## config.mk

```make
export PLATFORM = sky130hd
export DESIGN_NAME = nmea_rmc_position_parser_top
export DESIGN_NICKNAME = d
export VERILOG_FILES = /design/src/nrp_pkg.sv /design/src/nrp_front.sv /design/src/nrp_queue.sv /design/src/nrp_coord.sv /design/src/nrp_back.sv /design/src/nmea_rmc_position_parser_top.sv
export SDC_FILE = /design/constraint.sdc
export NUM_CORES = 2
export LEC_CHECK = 0
export BUFFER_PORTS_ARGS = -buffer_cell sky130_fd_sc_hd__buf_2
export CORE_ASPECT_RATIO = 0.7
export CORE_UTILIZATION = 59
export CTS_CLUSTER_SIZE = 20
export DETAILED_ROUTE_END_ITERATION = 6
export PLACE_DENSITY_LB_ADDON = 0.15
export SLEW_MARGIN = 20
export SYNTH_ARGS = -nofsm -noshare
export SYNTH_HDL_FRONTEND = slang
export SYNTH_SLANG_ARGS = --single-unit
```

## constraint.sdc

```tcl
create_clock -name clk -period 55.1 [get_ports clk]
set_input_delay 5.51 -clock clk [delete_from_list [all_inputs] [get_ports clk]]
set_output_delay 5.51 -clock clk [all_outputs]
set_load 0.02 [all_outputs]
```

## src/nrp_pkg.sv

```systemverilog
// shared types, constants and helper functions for the nmea rmc position parser
// no dependencies
package nrp_pkg;

  localparam int LINE_LIMIT_DEF  = 127;
  localparam int FRAC_DIGITS_DEF = 5;
  localparam int QUEUE_DEPTH     = 4;

  localparam int WHOLE_W    = 17;
  localparam int FRAC_W     = 24;
  localparam int SPD_FRAC_W = 7;
  localparam int MAG_W      = 34;
  localparam int COORD_W    = 36;
  localparam int SPEED_W    = 24;

  localparam logic [WHOLE_W-1:0] WHOLE_MAX = 17'd99999;

  localparam logic [7:0] CH_LF    = 8'h0A;
  localparam logic [7:0] CH_COMMA = 8'h2C;
  localparam logic [7:0] CH_DOT   = 8'h2E;
  localparam logic [7:0] CH_ZERO  = 8'h30;
  localparam logic [7:0] CH_NINE  = 8'h39;
  localparam logic [7:0] CH_A     = 8'h41;
  localparam logic [7:0] CH_C     = 8'h43;
  localparam logic [7:0] CH_M     = 8'h4D;
  localparam logic [7:0] CH_R     = 8'h52;
  localparam logic [7:0] CH_S     = 8'h53;
  localparam logic [7:0] CH_W     = 8'h57;

  localparam logic [3:0] FLD_STATUS = 4'd2;
  localparam logic [3:0] FLD_LAT    = 4'd3;
  localparam logic [3:0] FLD_NS     = 4'd4;
  localparam logic [3:0] FLD_LON    = 4'd5;
  localparam logic [3:0] FLD_EW     = 4'd6;
  localparam logic [3:0] FLD_SPEED  = 4'd7;
  localparam logic [3:0] FLD_MAX    = 4'd15;

  // one finished line, raw parts already zeroed when there is no active fix
  typedef struct packed {
    logic                  rmc_seen;
    logic                  active;
    logic                  overflow;
    logic [WHOLE_W-1:0]    lat_whole;
    logic [FRAC_W-1:0]     lat_frac;
    logic                  lat_neg;
    logic [WHOLE_W-1:0]    lon_whole;
    logic [FRAC_W-1:0]     lon_frac;
    logic                  lon_neg;
    logic [WHOLE_W-1:0]    spd_whole;
    logic [SPD_FRAC_W-1:0] spd_frac;
  } nrp_rec_t;

  // flags and speed that ride along the conversion pipeline
  typedef struct packed {
    logic               rmc_seen;
    logic               active;
    logic               overflow;
    logic               lat_neg;
    logic               lon_neg;
    logic [SPEED_W-1:0] speed;
  } nrp_side_t;

  function automatic logic [FRAC_W-1:0] pow10(input logic [2:0] n);
    logic [FRAC_W-1:0] p;
    case (n)
      3'd0:    p = 24'd1;
      3'd1:    p = 24'd10;
      3'd2:    p = 24'd100;
      3'd3:    p = 24'd1000;
      3'd4:    p = 24'd10000;
      3'd5:    p = 24'd100000;
      3'd6:    p = 24'd1000000;
      default: p = 24'd10000000;
    endcase
    return p;
  endfunction

endpackage

```

## src/nrp_front.sv

```systemverilog
// front end: accepts bytes, tracks the line and rmc fields, emits one record per line
// depends on nrp_pkg
module nrp_front #(
  parameter int LINE_LIMIT      = nrp_pkg::LINE_LIMIT_DEF,
  parameter int FRACTION_DIGITS = nrp_pkg::FRAC_DIGITS_DEF
) (
  input  logic             clk,
  input  logic             rst_n,
  input  logic             in_valid,
  input  logic [7:0]       in_rx_byte,
  output logic             in_stall,
  input  logic             q_full,
  output logic             push,
  output nrp_pkg::nrp_rec_t push_rec
);
  import nrp_pkg::*;

  localparam int LEN_W = $clog2(LINE_LIMIT + 1);

  logic [LEN_W-1:0]      len_r, len_nxt;
  logic [15:0]           recent_r, recent_nxt;
  logic                  matched_r, matched_nxt;
  logic [3:0]            fnum_r, fnum_nxt;
  logic [6:0]            fcnt_r, fcnt_nxt;
  logic                  active_r, active_nxt;
  logic                  ndone_r, ndone_nxt;
  logic                  point_r, point_nxt;
  logic [2:0]            fdig_r, fdig_nxt;
  logic [WHOLE_W-1:0]    lat_whole_r, lat_whole_nxt;
  logic [FRAC_W-1:0]     lat_frac_r, lat_frac_nxt;
  logic                  south_r, south_nxt;
  logic [WHOLE_W-1:0]    lon_whole_r, lon_whole_nxt;
  logic [FRAC_W-1:0]     lon_frac_r, lon_frac_nxt;
  logic                  west_r, west_nxt;
  logic [WHOLE_W-1:0]    sw_r, sw_nxt;
  logic [SPD_FRAC_W-1:0] sf_r, sf_nxt;

  logic                  accept, line_end, is_digit, first, num_fld;
  logic [3:0]            dval;
  logic [2:0]            flen;
  logic [WHOLE_W-1:0]    cur_whole, new_whole;
  logic [FRAC_W-1:0]     cur_frac, new_frac;
  logic [20:0]           w_mul;
  logic                  upd_whole, upd_frac;

  assign accept   = in_valid && !q_full;
  assign in_stall = q_full;
  assign line_end = (in_rx_byte == CH_LF) || (32'(len_r) >= LINE_LIMIT);
  assign is_digit = (in_rx_byte >= CH_ZERO) && (in_rx_byte <= CH_NINE);
  assign dval     = in_rx_byte[3:0];
  assign first    = (fcnt_r == 7'd0);
  assign num_fld  = (fnum_r == FLD_LAT) || (fnum_r == FLD_LON) || (fnum_r == FLD_SPEED);

  // shared number accumulator for the field in progress
  always_comb begin
    case (fnum_r)
      FLD_LAT: begin
        cur_whole = lat_whole_r;
        cur_frac  = lat_frac_r;
      end
      FLD_LON: begin
        cur_whole = lon_whole_r;
        cur_frac  = lon_frac_r;
      end
      default: begin
        cur_whole = sw_r;
        cur_frac  = FRAC_W'(sf_r);
      end
    endcase
    flen      = (fnum_r == FLD_SPEED) ? 3'd2 : 3'(FRACTION_DIGITS);
    w_mul     = 21'(cur_whole) * 21'd10 + 21'(dval);
    new_whole = (w_mul > 21'(WHOLE_MAX)) ? WHOLE_MAX : w_mul[WHOLE_W-1:0];
    new_frac  = cur_frac + FRAC_W'(dval) * pow10(3'(flen - 3'd1 - fdig_r));
  end

  always_comb begin
    len_nxt       = len_r;
    recent_nxt    = recent_r;
    matched_nxt   = matched_r;
    fnum_nxt      = fnum_r;
    fcnt_nxt      = fcnt_r;
    active_nxt    = active_r;
    ndone_nxt     = ndone_r;
    point_nxt     = point_r;
    fdig_nxt      = fdig_r;
    lat_whole_nxt = lat_whole_r;
    lat_frac_nxt  = lat_frac_r;
    south_nxt     = south_r;
    lon_whole_nxt = lon_whole_r;
    lon_frac_nxt  = lon_frac_r;
    west_nxt      = west_r;
    sw_nxt        = sw_r;
    sf_nxt        = sf_r;
    upd_whole     = 1'b0;
    upd_frac      = 1'b0;
    push          = 1'b0;

    if (accept) begin
      if (line_end) begin
        push          = 1'b1;
        len_nxt       = '0;
        recent_nxt    = '0;
        matched_nxt   = 1'b0;
        fnum_nxt      = '0;
        fcnt_nxt      = '0;
        active_nxt    = 1'b0;
        ndone_nxt     = 1'b0;
        point_nxt     = 1'b0;
        fdig_nxt      = '0;
        lat_whole_nxt = '0;
        lat_frac_nxt  = '0;
        south_nxt     = 1'b0;
        lon_whole_nxt = '0;
        lon_frac_nxt  = '0;
        west_nxt      = 1'b0;
        sw_nxt        = '0;
        sf_nxt        = '0;
      end else begin
        len_nxt    = len_r + LEN_W'(1);
        recent_nxt = {recent_r[7:0], in_rx_byte};
        if (matched_r) begin
          if (in_rx_byte == CH_COMMA) begin
            if (fnum_r != FLD_MAX) fnum_nxt = fnum_r + 4'd1;
            fcnt_nxt  = '0;
            ndone_nxt = 1'b0;
            point_nxt = 1'b0;
            fdig_nxt  = '0;
          end else begin
            case (fnum_r)
              FLD_STATUS: if (first && in_rx_byte == CH_A) active_nxt = 1'b1;
              FLD_NS:     if (first && in_rx_byte == CH_S) south_nxt = 1'b1;
              FLD_EW:     if (first && in_rx_byte == CH_W) west_nxt = 1'b1;
              default:    ;
            endcase
            if (num_fld && !ndone_r) begin
              if (is_digit) begin
                if (!point_r) begin
                  upd_whole = 1'b1;
                end else if (fdig_r < flen) begin
                  upd_frac = 1'b1;
                  fdig_nxt = fdig_r + 3'd1;
                end
              end else if (in_rx_byte == CH_DOT && !point_r) begin
                point_nxt = 1'b1;
              end else begin
                ndone_nxt = 1'b1;
              end
            end
            if (fcnt_r != 7'd127) fcnt_nxt = fcnt_r + 7'd1;
          end
        end else if (recent_r == {CH_R, CH_M} && in_rx_byte == CH_C) begin
          matched_nxt = 1'b1;
          fnum_nxt    = '0;
          fcnt_nxt    = '0;
        end

        case (fnum_r)
          FLD_LAT: begin
            if (upd_whole) lat_whole_nxt = new_whole;
            if (upd_frac)  lat_frac_nxt  = new_frac;
          end
          FLD_LON: begin
            if (upd_whole) lon_whole_nxt = new_whole;
            if (upd_frac)  lon_frac_nxt  = new_frac;
          end
          FLD_SPEED: begin
            if (upd_whole) sw_nxt = new_whole;
            if (upd_frac)  sf_nxt = new_frac[SPD_FRAC_W-1:0];
          end
          default: ;
        endcase
      end
    end
  end

  // record of the line that ends with this byte
  always_comb begin
    logic ok;
    ok                 = matched_r && active_r;
    push_rec           = '0;
    push_rec.rmc_seen  = matched_r;
    push_rec.active    = ok;
    push_rec.overflow  = (in_rx_byte != CH_LF);
    if (ok) begin
      push_rec.lat_whole = lat_whole_r;
      push_rec.lat_frac  = lat_frac_r;
      push_rec.lat_neg   = south_r;
      push_rec.lon_whole = lon_whole_r;
      push_rec.lon_frac  = lon_frac_r;
      push_rec.lon_neg   = west_r;
      push_rec.spd_whole = sw_r;
      push_rec.spd_frac  = sf_r;
    end
  end

  always_ff @(posedge clk) begin
    if (!rst_n) begin
      len_r       <= '0;
      recent_r    <= '0;
      matched_r   <= 1'b0;
      fnum_r      <= '0;
      fcnt_r      <= '0;
      active_r    <= 1'b0;
      ndone_r     <= 1'b0;
      point_r     <= 1'b0;
      fdig_r      <= '0;
      lat_whole_r <= '0;
      lat_frac_r  <= '0;
      south_r     <= 1'b0;
      lon_whole_r <= '0;
      lon_frac_r  <= '0;
      west_r      <= 1'b0;
      sw_r        <= '0;
      sf_r        <= '0;
    end else begin
      len_r       <= len_nxt;
      recent_r    <= recent_nxt;
      matched_r   <= matched_nxt;
      fnum_r      <= fnum_nxt;
      fcnt_r      <= fcnt_nxt;
      active_r    <= active_nxt;
      ndone_r     <= ndone_nxt;
      point_r     <= point_nxt;
      fdig_r      <= fdig_nxt;
      lat_whole_r <= lat_whole_nxt;
      lat_frac_r  <= lat_frac_nxt;
      south_r     <= south_nxt;
      lon_whole_r <= lon_whole_nxt;
      lon_frac_r  <= lon_frac_nxt;
      west_r      <= west_nxt;
      sw_r        <= sw_nxt;
      sf_r        <= sf_nxt;
    end
  end

endmodule

```

## src/nrp_queue.sv

```systemverilog
// small record queue between the front end and the conversion pipeline
// depends on nrp_pkg
module nrp_queue #(
  parameter int DEPTH = nrp_pkg::QUEUE_DEPTH
) (
  input  logic              clk,
  input  logic              rst_n,
  input  logic              push,
  input  nrp_pkg::nrp_rec_t push_rec,
  output logic              full,
  input  logic              pop,
  output nrp_pkg::nrp_rec_t pop_rec,
  output logic              not_empty
);
  import nrp_pkg::*;

  localparam int PTR_W = (DEPTH > 1) ? $clog2(DEPTH) : 1;
  localparam int CNT_W = $clog2(DEPTH + 1);

  nrp_rec_t           mem_r [DEPTH];
  logic [PTR_W-1:0]   wr_r, wr_nxt, rd_r, rd_nxt;
  logic [CNT_W-1:0]   cnt_r, cnt_nxt;

  assign full      = (32'(cnt_r) == DEPTH);
  assign not_empty = (cnt_r != '0);
  assign pop_rec   = mem_r[rd_r];

  always_comb begin
    wr_nxt  = wr_r;
    rd_nxt  = rd_r;
    cnt_nxt = cnt_r;
    if (push) wr_nxt = (32'(wr_r) == DEPTH - 1) ? '0 : wr_r + PTR_W'(1);
    if (pop)  rd_nxt = (32'(rd_r) == DEPTH - 1) ? '0 : rd_r + PTR_W'(1);
    if (push && !pop) cnt_nxt = cnt_r + CNT_W'(1);
    else if (pop && !push) cnt_nxt = cnt_r - CNT_W'(1);
  end

  always_ff @(posedge clk) begin
    if (push) mem_r[wr_r] <= push_rec;
  end

  always_ff @(posedge clk) begin
    if (!rst_n) begin
      wr_r  <= '0;
      rd_r  <= '0;
      cnt_r <= '0;
    end else begin
      wr_r  <= wr_nxt;
      rd_r  <= rd_nxt;
      cnt_r <= cnt_nxt;
    end
  end

endmodule

```

## src/nrp_coord.sv

```systemverilog
// eight-stage ddmm.mmmmm to 1e-7 degree magnitude conversion, reciprocal divides
// depends on nrp_pkg
module nrp_coord #(
  parameter int FRACTION_DIGITS = nrp_pkg::FRAC_DIGITS_DEF
) (
  input  logic                        clk,
  input  logic                        adv,
  input  logic [nrp_pkg::WHOLE_W-1:0] whole,
  input  logic [nrp_pkg::FRAC_W-1:0]  frac,
  output logic [nrp_pkg::MAG_W-1:0]   mag
);
  import nrp_pkg::*;

  localparam logic [FRAC_W-1:0] SCALE   = pow10(3'(FRACTION_DIGITS));
  localparam logic [FRAC_W-1:0] UPSCALE = pow10(3'(7 - FRACTION_DIGITS));
  // floor(2^20 / 100) and floor(2^32 / 15): quotients low by at most one
  localparam logic [13:0] RECIP100 = 14'd10485;
  localparam logic [28:0] RECIP15  = 29'd286331153;

  logic [WHOLE_W-1:0] whole1_r, q0_1_r, q0_2_r;
  logic [FRAC_W-1:0]  frac1_r, frac2_r, frac3_r;
  logic [7:0]         r0_2_r;
  logic [9:0]         deg3_r;
  logic [6:0]         rem3_r;
  logic [29:0]        min4_r, x5_r;
  logic [MAG_W-1:0]   dege7_4_r, dege7_5_r, dege7_6_r, dege7_7_r, mag_r;
  logic [27:0]        y6_r;
  logic [24:0]        q1_6_r, q1_7_r;
  logic [4:0]         rem7_r;

  logic [WHOLE_W-1:0] r0_full;
  logic [27:0]        r1_full;

  assign r0_full = whole1_r - WHOLE_W'(q0_1_r * 17'd100);
  assign r1_full = y6_r - 28'(q1_6_r * 25'd15);
  assign mag     = mag_r;

  always_ff @(posedge clk) begin
    if (adv) begin
      // degrees estimate: whole / 100
      q0_1_r    <= WHOLE_W'((31'(whole) * 31'(RECIP100)) >> 20);
      whole1_r  <= whole;
      frac1_r   <= frac;
      // remainder of the estimate
      q0_2_r    <= q0_1_r;
      r0_2_r    <= r0_full[7:0];
      frac2_r   <= frac1_r;
      // correct by one
      if (r0_2_r >= 8'd100) begin
        deg3_r <= 10'(q0_2_r + 17'd1);
        rem3_r <= 7'(r0_2_r - 8'd100);
      end else begin
        deg3_r <= 10'(q0_2_r);
        rem3_r <= r0_2_r[6:0];
      end
      frac3_r   <= frac2_r;
      // minutes scaled to the fraction digits, whole degrees in 1e-7
      min4_r    <= 30'(30'(rem3_r) * 30'(SCALE)) + 30'(frac3_r);
      dege7_4_r <= MAG_W'(deg3_r) * MAG_W'(24'd10000000);
      // minutes in 1e-7 minute units
      x5_r      <= 30'(min4_r * 30'(UPSCALE));
      dege7_5_r <= dege7_4_r;
      // divide by 60 as (x / 4) / 15
      y6_r      <= x5_r[29:2];
      q1_6_r    <= 25'((57'(x5_r[29:2]) * 57'(RECIP15)) >> 32);
      dege7_6_r <= dege7_5_r;
      q1_7_r    <= q1_6_r;
      rem7_r    <= r1_full[4:0];
      dege7_7_r <= dege7_6_r;
      mag_r     <= dege7_7_r + MAG_W'(q1_7_r) + MAG_W'(rem7_r >= 5'd15);
    end
  end

endmodule

```

## src/nrp_back.sv

```systemverilog
// back end: pops records, converts both coordinates and speed, holds the result register
// depends on nrp_pkg, nrp_coord
module nrp_back #(
  parameter int FRACTION_DIGITS = nrp_pkg::FRAC_DIGITS_DEF
) (
  input  logic                        clk,
  input  logic                        rst_n,
  input  logic                        rec_valid,
  input  nrp_pkg::nrp_rec_t           rec,
  output logic                        pop,
  output logic                        out_valid,
  input  logic                        out_stall,
  output logic                        out_fix_valid,
  output logic                        out_rmc_seen,
  output logic signed [nrp_pkg::COORD_W-1:0] out_latitude_e7,
  output logic signed [nrp_pkg::COORD_W-1:0] out_longitude_e7,
  output logic [nrp_pkg::SPEED_W-1:0] out_speed_centiknots,
  output logic                        out_line_overflow
);
  import nrp_pkg::*;

  localparam int STAGES = 8;

  logic             adv;
  logic             v_r [STAGES];
  nrp_side_t        side_r [STAGES];
  nrp_side_t        side_in;
  logic [MAG_W-1:0] lat_mag, lon_mag;
  logic             out_valid_r;

  // whole pipeline moves whenever the result register is free or being taken
  assign adv = !out_valid_r || !out_stall;
  assign pop = adv && rec_valid;

  always_comb begin
    side_in          = '0;
    side_in.rmc_seen = rec.rmc_seen;
    side_in.active   = rec.active;
    side_in.overflow = rec.overflow;
    side_in.lat_neg  = rec.lat_neg;
    side_in.lon_neg  = rec.lon_neg;
    side_in.speed    = SPEED_W'(SPEED_W'(rec.spd_whole) * SPEED_W'(100)) +
                       SPEED_W'(rec.spd_frac);
  end

  nrp_coord #(.FRACTION_DIGITS(FRACTION_DIGITS)) u_lat (
    .clk(clk), .adv(adv), .whole(rec.lat_whole), .frac(rec.lat_frac), .mag(lat_mag)
  );

  nrp_coord #(.FRACTION_DIGITS(FRACTION_DIGITS)) u_lon (
    .clk(clk), .adv(adv), .whole(rec.lon_whole), .frac(rec.lon_frac), .mag(lon_mag)
  );

  always_ff @(posedge clk) begin
    if (adv) begin
      side_r[0] <= side_in;
      for (int i = 1; i < STAGES; i++) side_r[i] <= side_r[i-1];
    end
  end

  always_ff @(posedge clk) begin
    if (!rst_n) begin
      for (int i = 0; i < STAGES; i++) v_r[i] <= 1'b0;
      out_valid_r <= 1'b0;
    end else if (adv) begin
      v_r[0] <= rec_valid;
      for (int i = 1; i < STAGES; i++) v_r[i] <= v_r[i-1];
      out_valid_r <= v_r[STAGES-1];
    end
  end

  always_ff @(posedge clk) begin
    if (adv) begin
      out_fix_valid        <= side_r[STAGES-1].active && (lat_mag != '0) && (lon_mag != '0);
      out_rmc_seen         <= side_r[STAGES-1].rmc_seen;
      out_line_overflow    <= side_r[STAGES-1].overflow;
      out_speed_centiknots <= side_r[STAGES-1].speed;
      out_latitude_e7      <= side_r[STAGES-1].lat_neg ? -$signed(COORD_W'(lat_mag))
                                                       : $signed(COORD_W'(lat_mag));
      out_longitude_e7     <= side_r[STAGES-1].lon_neg ? -$signed(COORD_W'(lon_mag))
                                                       : $signed(COORD_W'(lon_mag));
    end
  end

  assign out_valid = out_valid_r;

endmodule

```

## src/nmea_rmc_position_parser_top.sv

```systemverilog
// top level of the nmea rmc position parser
// depends on nrp_pkg, nrp_front, nrp_queue, nrp_back
//
// usage
//   input channel: one received character per transaction on in_rx_byte,
//   taken when in_valid is high and in_stall is low
//   every newline, and every byte that arrives while LINE_LIMIT bytes are
//   already held, ends a line; that byte is not part of the line
//   output channel: one transaction per line end with fix flag, rmc flag,
//   signed latitude and longitude in 1e-7 degree, speed in 0.01 knot and
//   the length-overflow flag
//   throughput: one byte per cycle while in_stall is low; the front parser
//   updates all of its field state as each byte is taken
//   result path: the record of the line-ending byte is written to the queue,
//   then passes eight conversion stages and the result register; the
//   stage count is set by the reciprocal divides by 100 and by 60 in each
//   coordinate unit
//   a queue of QUEUE_DEPTH records decouples the parser from the conversion
//   pipeline; when the receiver stalls, the pipeline and result register
//   hold, the queue fills, and only then does in_stall rise
//   reset clears the line state, the queue and all pipeline valid bits
module nmea_rmc_position_parser_top #(
  parameter int LINE_LIMIT      = nrp_pkg::LINE_LIMIT_DEF,
  parameter int FRACTION_DIGITS = nrp_pkg::FRAC_DIGITS_DEF,
  parameter int QUEUE_DEPTH     = nrp_pkg::QUEUE_DEPTH
) (
  input  logic                        clk,
  input  logic                        rst_n,
  input  logic                        in_valid,
  output logic                        in_stall,
  input  logic [7:0]                  in_rx_byte,
  output logic                        out_valid,
  input  logic                        out_stall,
  output logic                        out_fix_valid,
  output logic                        out_rmc_seen,
  output logic signed [nrp_pkg::COORD_W-1:0] out_latitude_e7,
  output logic signed [nrp_pkg::COORD_W-1:0] out_longitude_e7,
  output logic [nrp_pkg::SPEED_W-1:0] out_speed_centiknots,
  output logic                        out_line_overflow
);
  import nrp_pkg::*;

  // front to queue
  logic     push, q_full;
  nrp_rec_t push_rec;
  // queue to back
  logic     pop, q_not_empty;
  nrp_rec_t pop_rec;

  // byte parser: line length, rmc match, field counting, number accumulation
  nrp_front #(
    .LINE_LIMIT(LINE_LIMIT),
    .FRACTION_DIGITS(FRACTION_DIGITS)
  ) u_front (
    .clk(clk), .rst_n(rst_n),
    .in_valid(in_valid), .in_rx_byte(in_rx_byte), .in_stall(in_stall),
    .q_full(q_full), .push(push), .push_rec(push_rec)
  );

  // line records waiting for conversion
  nrp_queue #(.DEPTH(QUEUE_DEPTH)) u_queue (
    .clk(clk), .rst_n(rst_n),
    .push(push), .push_rec(push_rec), .full(q_full),
    .pop(pop), .pop_rec(pop_rec), .not_empty(q_not_empty)
  );

  // fixed-point conversion and result register
  nrp_back #(.FRACTION_DIGITS(FRACTION_DIGITS)) u_back (
    .clk(clk), .rst_n(rst_n),
    .rec_valid(q_not_empty), .rec(pop_rec), .pop(pop),
    .out_valid(out_valid), .out_stall(out_stall),
    .out_fix_valid(out_fix_valid), .out_rmc_seen(out_rmc_seen),
    .out_latitude_e7(out_latitude_e7), .out_longitude_e7(out_longitude_e7),
    .out_speed_centiknots(out_speed_centiknots),
    .out_line_overflow(out_line_overflow)
  );

endmodule

```

==> impl_results.html <==
<table>
<tr><th>Metric</th><th>Value</th></tr>
<tr><th colspan="2">Outcome</th></tr>
<tr><td>Status</td><td>complete, no violations</td></tr>
<tr><th colspan="2">Critical path</th></tr>
<tr><td>Largest delay contributor family on the critical path</td><td>adder cells</td></tr>
<tr><td>Buffering stage count on the worst path with inverters included</td><td>4</td></tr>
<tr><td>Arr. time, crit path</td><td>11120 ps</td></tr>
<tr><td>CP cell instances</td><td>buf_2 &gt; clkinv_1 &gt; nor3_1 &gt; fa_1 &gt; fa_1 &gt; inv_1 &gt; fa_1 &gt; inv_1 &gt; ha_1 &gt; nor2_1 &gt; nor2_1 &gt; nor2_1 &gt; a21oi_1 &gt; a211oi_1 &gt; o31ai_1 &gt; a21oi_1 &gt; or2_2 &gt; a21oi_1 &gt; nand2_1 &gt; a21boi_0</td></tr>
<tr><td>Startpoint-to-endpoint class of the critical path</td><td>primary input to flop</td></tr>
<tr><td>Kind of capture point of the worst setup path</td><td>flop</td></tr>
<tr><td>Endpoint required time on the critical path</td><td>55810 ps</td></tr>
<tr><td>Worst stage delay on the critical path</td><td>around 600 ps</td></tr>
<tr><td>Worst-path cell with the longest stage delay</td><td>sky130_fd_sc_hd__o31ai_1</td></tr>
<tr><td>CP startpoint kind</td><td>primary input</td></tr>
<tr><td>Critical path fanouts, max</td><td>13</td></tr>
<tr><th colspan="2">GRT</th></tr>
<tr><td>Pin count of the biggest net entering global routing</td><td>roughly 170</td></tr>
<tr><td>First-pass GRT wire length</td><td>310000 um</td></tr>
<tr><td>Vias in the first global route</td><td>57504</td></tr>
<tr><td>Overall global routing resource usage</td><td>22.7%</td></tr>
<tr><td>GRT overflow</td><td>0</td></tr>
<tr><td>Number of antenna violations at the first check in global routing</td><td>4</td></tr>
<tr><th colspan="2">Routing</th></tr>
<tr><td>Detailed router's first-iteration violation count</td><td>4163</td></tr>
<tr><td>Wirelength per Cell</td><td>18.5 um</td></tr>
<tr><td>Wire length after detailed routing</td><td>192000 um</td></tr>
<tr><td>Via Count</td><td>around 57000</td></tr>
<tr><td>Antenna Nets Post-Route</td><td>0</td></tr>
<tr><td>Drt drc</td><td>0</td></tr>
<tr><td>Number of vias per cell</td><td>about 5.6</td></tr>
<tr><td>Initial DRT Pass Iterations</td><td>6</td></tr>
<tr><th colspan="2">Clocking</th></tr>
<tr><td>Quantity of gates resized following cts</td><td>0</td></tr>
<tr><td>Clock-pin slew of the registers on the worst-case setup and hold paths</td><td>60 ps</td></tr>
<tr><td>H-tree depth</td><td>4</td></tr>
<tr><td>Root buffer cell</td><td>sky130_fd_sc_hd__clkbuf_16</td></tr>
<tr><td>Inserted Clock Buffers</td><td>162</td></tr>
<tr><td>Clock latency of the later-clocked register in the worst-skew pair</td><td>800 ps</td></tr>
<tr><td>Count of hold-fix buffers inserted at cts</td><td>0</td></tr>
<tr><td># Post-CTS Setup Buffers</td><td>0</td></tr>
<tr><td>Total number of clock tree sinks</td><td>1702</td></tr>
<tr><td>Buffer levels on the longest clock path</td><td>3</td></tr>
<tr><td>TritonCTS clock tree</td><td>built</td></tr>
<tr><th colspan="2">Floorplanning</th></tr>
<tr><td>Die span in x</td><td>496 um</td></tr>
<tr><td>Num rows</td><td>126</td></tr>
<tr><td>Initial core utilization</td><td>59.5%</td></tr>
<tr><td>Core ar.</td><td>about 0.17 mm2</td></tr>
<tr><td>Top Ports</td><td>113</td></tr>
<tr><td>Y dimension of the die</td><td>347 um</td></tr>
<tr><td>Area enclosed by the die boundary</td><td>0.172 mm2</td></tr>
<tr><th colspan="2">Yosys</th></tr>
<tr><td>Synth async-reset ratio</td><td>0%</td></tr>
<tr><td>Cell type with the highest aggregate area in the netlist</td><td>sky130_fd_sc_hd__edfxtp_1</td></tr>
<tr><td>Post-Synthesis Cell Area</td><td>around 0.10 mm2</td></tr>
<tr><td>Largest cells by area after synthesis</td><td>sky130_fd_sc_hd__edfxtp_1, sky130_fd_sc_hd__ha_1, sky130_fd_sc_hd__fa_1</td></tr>
<tr><td>Share of the synthesized area in the top cell type</td><td>45.9%</td></tr>
<tr><td>Number of enable flip-flop cells after synthesis</td><td>1538</td></tr>
<tr><td>Synth cell types</td><td>80</td></tr>
<tr><td>YS warnings</td><td>0</td></tr>
<tr><td>Synthesized area per cell</td><td>about 13 um2</td></tr>
<tr><td>Register bit total from synthesis</td><td>1702</td></tr>
<tr><td>Count of mapped cells out of synthesis</td><td>7756</td></tr>
<tr><td>Most used DFF post-synth</td><td>sky130_fd_sc_hd__edfxtp_1</td></tr>
<tr><td>Mapped Nets</td><td>9529</td></tr>
<tr><td>Post-synthesis sequential area ratio</td><td>about 50%</td></tr>
<tr><th colspan="2">Min path</th></tr>
<tr><td>Path category of the worst min-delay check</td><td>flop to flop</td></tr>
<tr><th colspan="2">STA</th></tr>
<tr><td>Fin Clk Skew</td><td>31.4 ps</td></tr>
<tr><td>Portion of the clock cycle consumed by the worst path in the final layout</td><td>between 10% and 20%</td></tr>
<tr><td>Post-layout min period</td><td>around 10000 ps</td></tr>
<tr><td>Worst slew pin tran</td><td>~1100 ps</td></tr>
<tr><td>Setup tns final</td><td>0 ps</td></tr>
<tr><td>Hold Violations, Final</td><td>0</td></tr>
<tr><td>Setup repair after global routing missed its margin</td><td>no</td></tr>
<tr><td>Relative slew margins</td><td>23.6%</td></tr>
<tr><td>Setup violation total in the final timing report</td><td>0</td></tr>
<tr><td>WHS</td><td>between 300 and 400 ps</td></tr>
<tr><td>Fmax</td><td>96.0 MHz</td></tr>
<tr><td>Final Slew Violations</td><td>0</td></tr>
<tr><th colspan="2">Layout</th></tr>
<tr><td>Final Non-Filler Cells</td><td>10326</td></tr>
<tr><td>Commonest non-fill, non-tap cells in the layout</td><td>sky130_fd_sc_hd__edfxtp_1, sky130_fd_sc_hd__ha_1, sky130_fd_sc_hd__inv_1, sky130_fd_sc_hd__fa_1, sky130_fd_sc_hd__nand2_1</td></tr>
<tr><td>Layout net count</td><td>9722</td></tr>
<tr><td>N_diodes</td><td>0</td></tr>
<tr><td>Fraction of layout cells with a size suffix above 1</td><td>7.27%</td></tr>
<tr><td>Final std cell area, no fill</td><td>0.109 mm2</td></tr>
<tr><td>Commonest non-fill, non-tap cell in the layout</td><td>sky130_fd_sc_hd__edfxtp_1</td></tr>
<tr><td>Growth of design area from synthesis to finish</td><td>8.66%</td></tr>
<tr><th colspan="2">Placement</th></tr>
<tr><td>Final weighted congestion in routability-driven placement</td><td>0.910</td></tr>
<tr><td>Placed inst area</td><td>0.104 mm2</td></tr>
<tr><td>Detailed Place HPWL</td><td>141000 um</td></tr>
<tr><td>Count of placed standard cells including taps</td><td>roughly 10000</td></tr>
<tr><td>Port Buf Inserts</td><td>112</td></tr>
<tr><th colspan="2">Flow run</th></tr>
<tr><td>Max_cap viols</td><td>0</td></tr>
</table>
==> synthesized netlist by cell type (13+ instances only) <==
cell                       count
sky130_fd_sc_hd__edfxtp_1   1538
sky130_fd_sc_hd__ha_1       1241
sky130_fd_sc_hd__inv_1      1145
sky130_fd_sc_hd__fa_1        520
sky130_fd_sc_hd__nand2_1     405
sky130_fd_sc_hd__xnor2_1     382
sky130_fd_sc_hd__nor2_1      292
sky130_fd_sc_hd__a21oi_1     258
sky130_fd_sc_hd__o21ai_0     209
sky130_fd_sc_hd__and3_1      168
sky130_fd_sc_hd__dfxtp_1     164
sky130_fd_sc_hd__xor2_1      112
sky130_fd_sc_hd__mux4_2      111
sky130_fd_sc_hd__clkbuf_1    108
sky130_fd_sc_hd__nand3_1     105
sky130_fd_sc_hd__nor3_1      105
sky130_fd_sc_hd__a21o_1      103
sky130_fd_sc_hd__nor2b_1      67
sky130_fd_sc_hd__a21boi_0     58
sky130_fd_sc_hd__and2_1       51
sky130_fd_sc_hd__o21a_1       49
sky130_fd_sc_hd__nand2b_1     46
sky130_fd_sc_hd__nand4_1      41
sky130_fd_sc_hd__a31oi_1      39
sky130_fd_sc_hd__a22oi_1      37
sky130_fd_sc_hd__or3_1        35
sky130_fd_sc_hd__o21bai_1     32
sky130_fd_sc_hd__o31ai_1      29
sky130_fd_sc_hd__a211oi_1     27
sky130_fd_sc_hd__or2_2        22
sky130_fd_sc_hd__a31o_2       18
sky130_fd_sc_hd__or4_1        18
sky130_fd_sc_hd__o41ai_1      17
sky130_fd_sc_hd__nor4_1       13
==> flip-flops by register name, summed over array words and instances, names as in the netlist, 27 cells and up, named ones only <==
register / cells
u_queue.mem_r: 444
u_back.side_r: 232
u_back.out_latitude_e7: 36
u_back.out_longitude_e7: 36
u_back.u_lat.mag: 34
u_back.u_lon.mag: 34
u_back.u_lat.x5_r: 28
u_back.u_lon.x5_r: 28
u_back.u_lat.dege7_4_r: 27
u_back.u_lat.dege7_5_r: 27
u_back.u_lat.dege7_6_r: 27
u_back.u_lat.dege7_7_r: 27
u_back.u_lon.dege7_4_r: 27
u_back.u_lon.dege7_5_r: 27
u_back.u_lon.dege7_6_r: 27
u_back.u_lon.dege7_7_r: 27
==> per-layer routing <==
layer / share of wire, % / GRT usage [%]
met5: 0 / 0
met4: 1.9 / 5.27
met3: 5.2 / 3.36
met2: 42 / 32.9
met1: 51 / 36.0
==> final cells by class <==
cell class,instances,area [um2]
inverter,1146,4310
fill,12455,59700
clock buffer,183,4220
timing repair buffer,150,870
tap,2240,2800
multi-input combinational,4787,46400
sequential,1702,49500
clock inverter,118,1220
==> worst paths after layout <==
path                                start                 endpoint  depth (start not counted)  slack [ps]
setup / recovery            in_rx_byte[2]   u_front.lat_frac_r[19]                         20       44690
hold / removal    u_back.u_lat.q1_6_r[13]  u_back.u_lat.q1_7_r[13]                          0         400
setup reg to reg                     flop   u_back.u_lon.q0_1_r[8]                         18       47450
hold reg to reg   u_back.u_lat.q1_6_r[13]  u_back.u_lat.q1_7_r[13]                          0         400
==> logic make-up after synthesis <==
kind of cell | synth area share, %
xor gates and xnor gates | 4.30
adders and majority gates | 25.8
muxes | 2.60
DFF | 49.2
buffers and inverters | 4.73
AOI/OAI and AO/OA | 6.50
and+or+nand+nor | 6.92
==> stage by stage <==
stage | util [%] | worst slack, ps
after CTS | 64.7 | 44850
after floorplan | - | 22450
after global routing | 64.7 | 44440
after detailed placement | 61.5 | 44000
after global placement | 61.5 | 44030
final | 64.7 | 44690
Power is not shown: default switching activity piles up to over one toggle a cycle in this logic, so the estimate is an artifact.
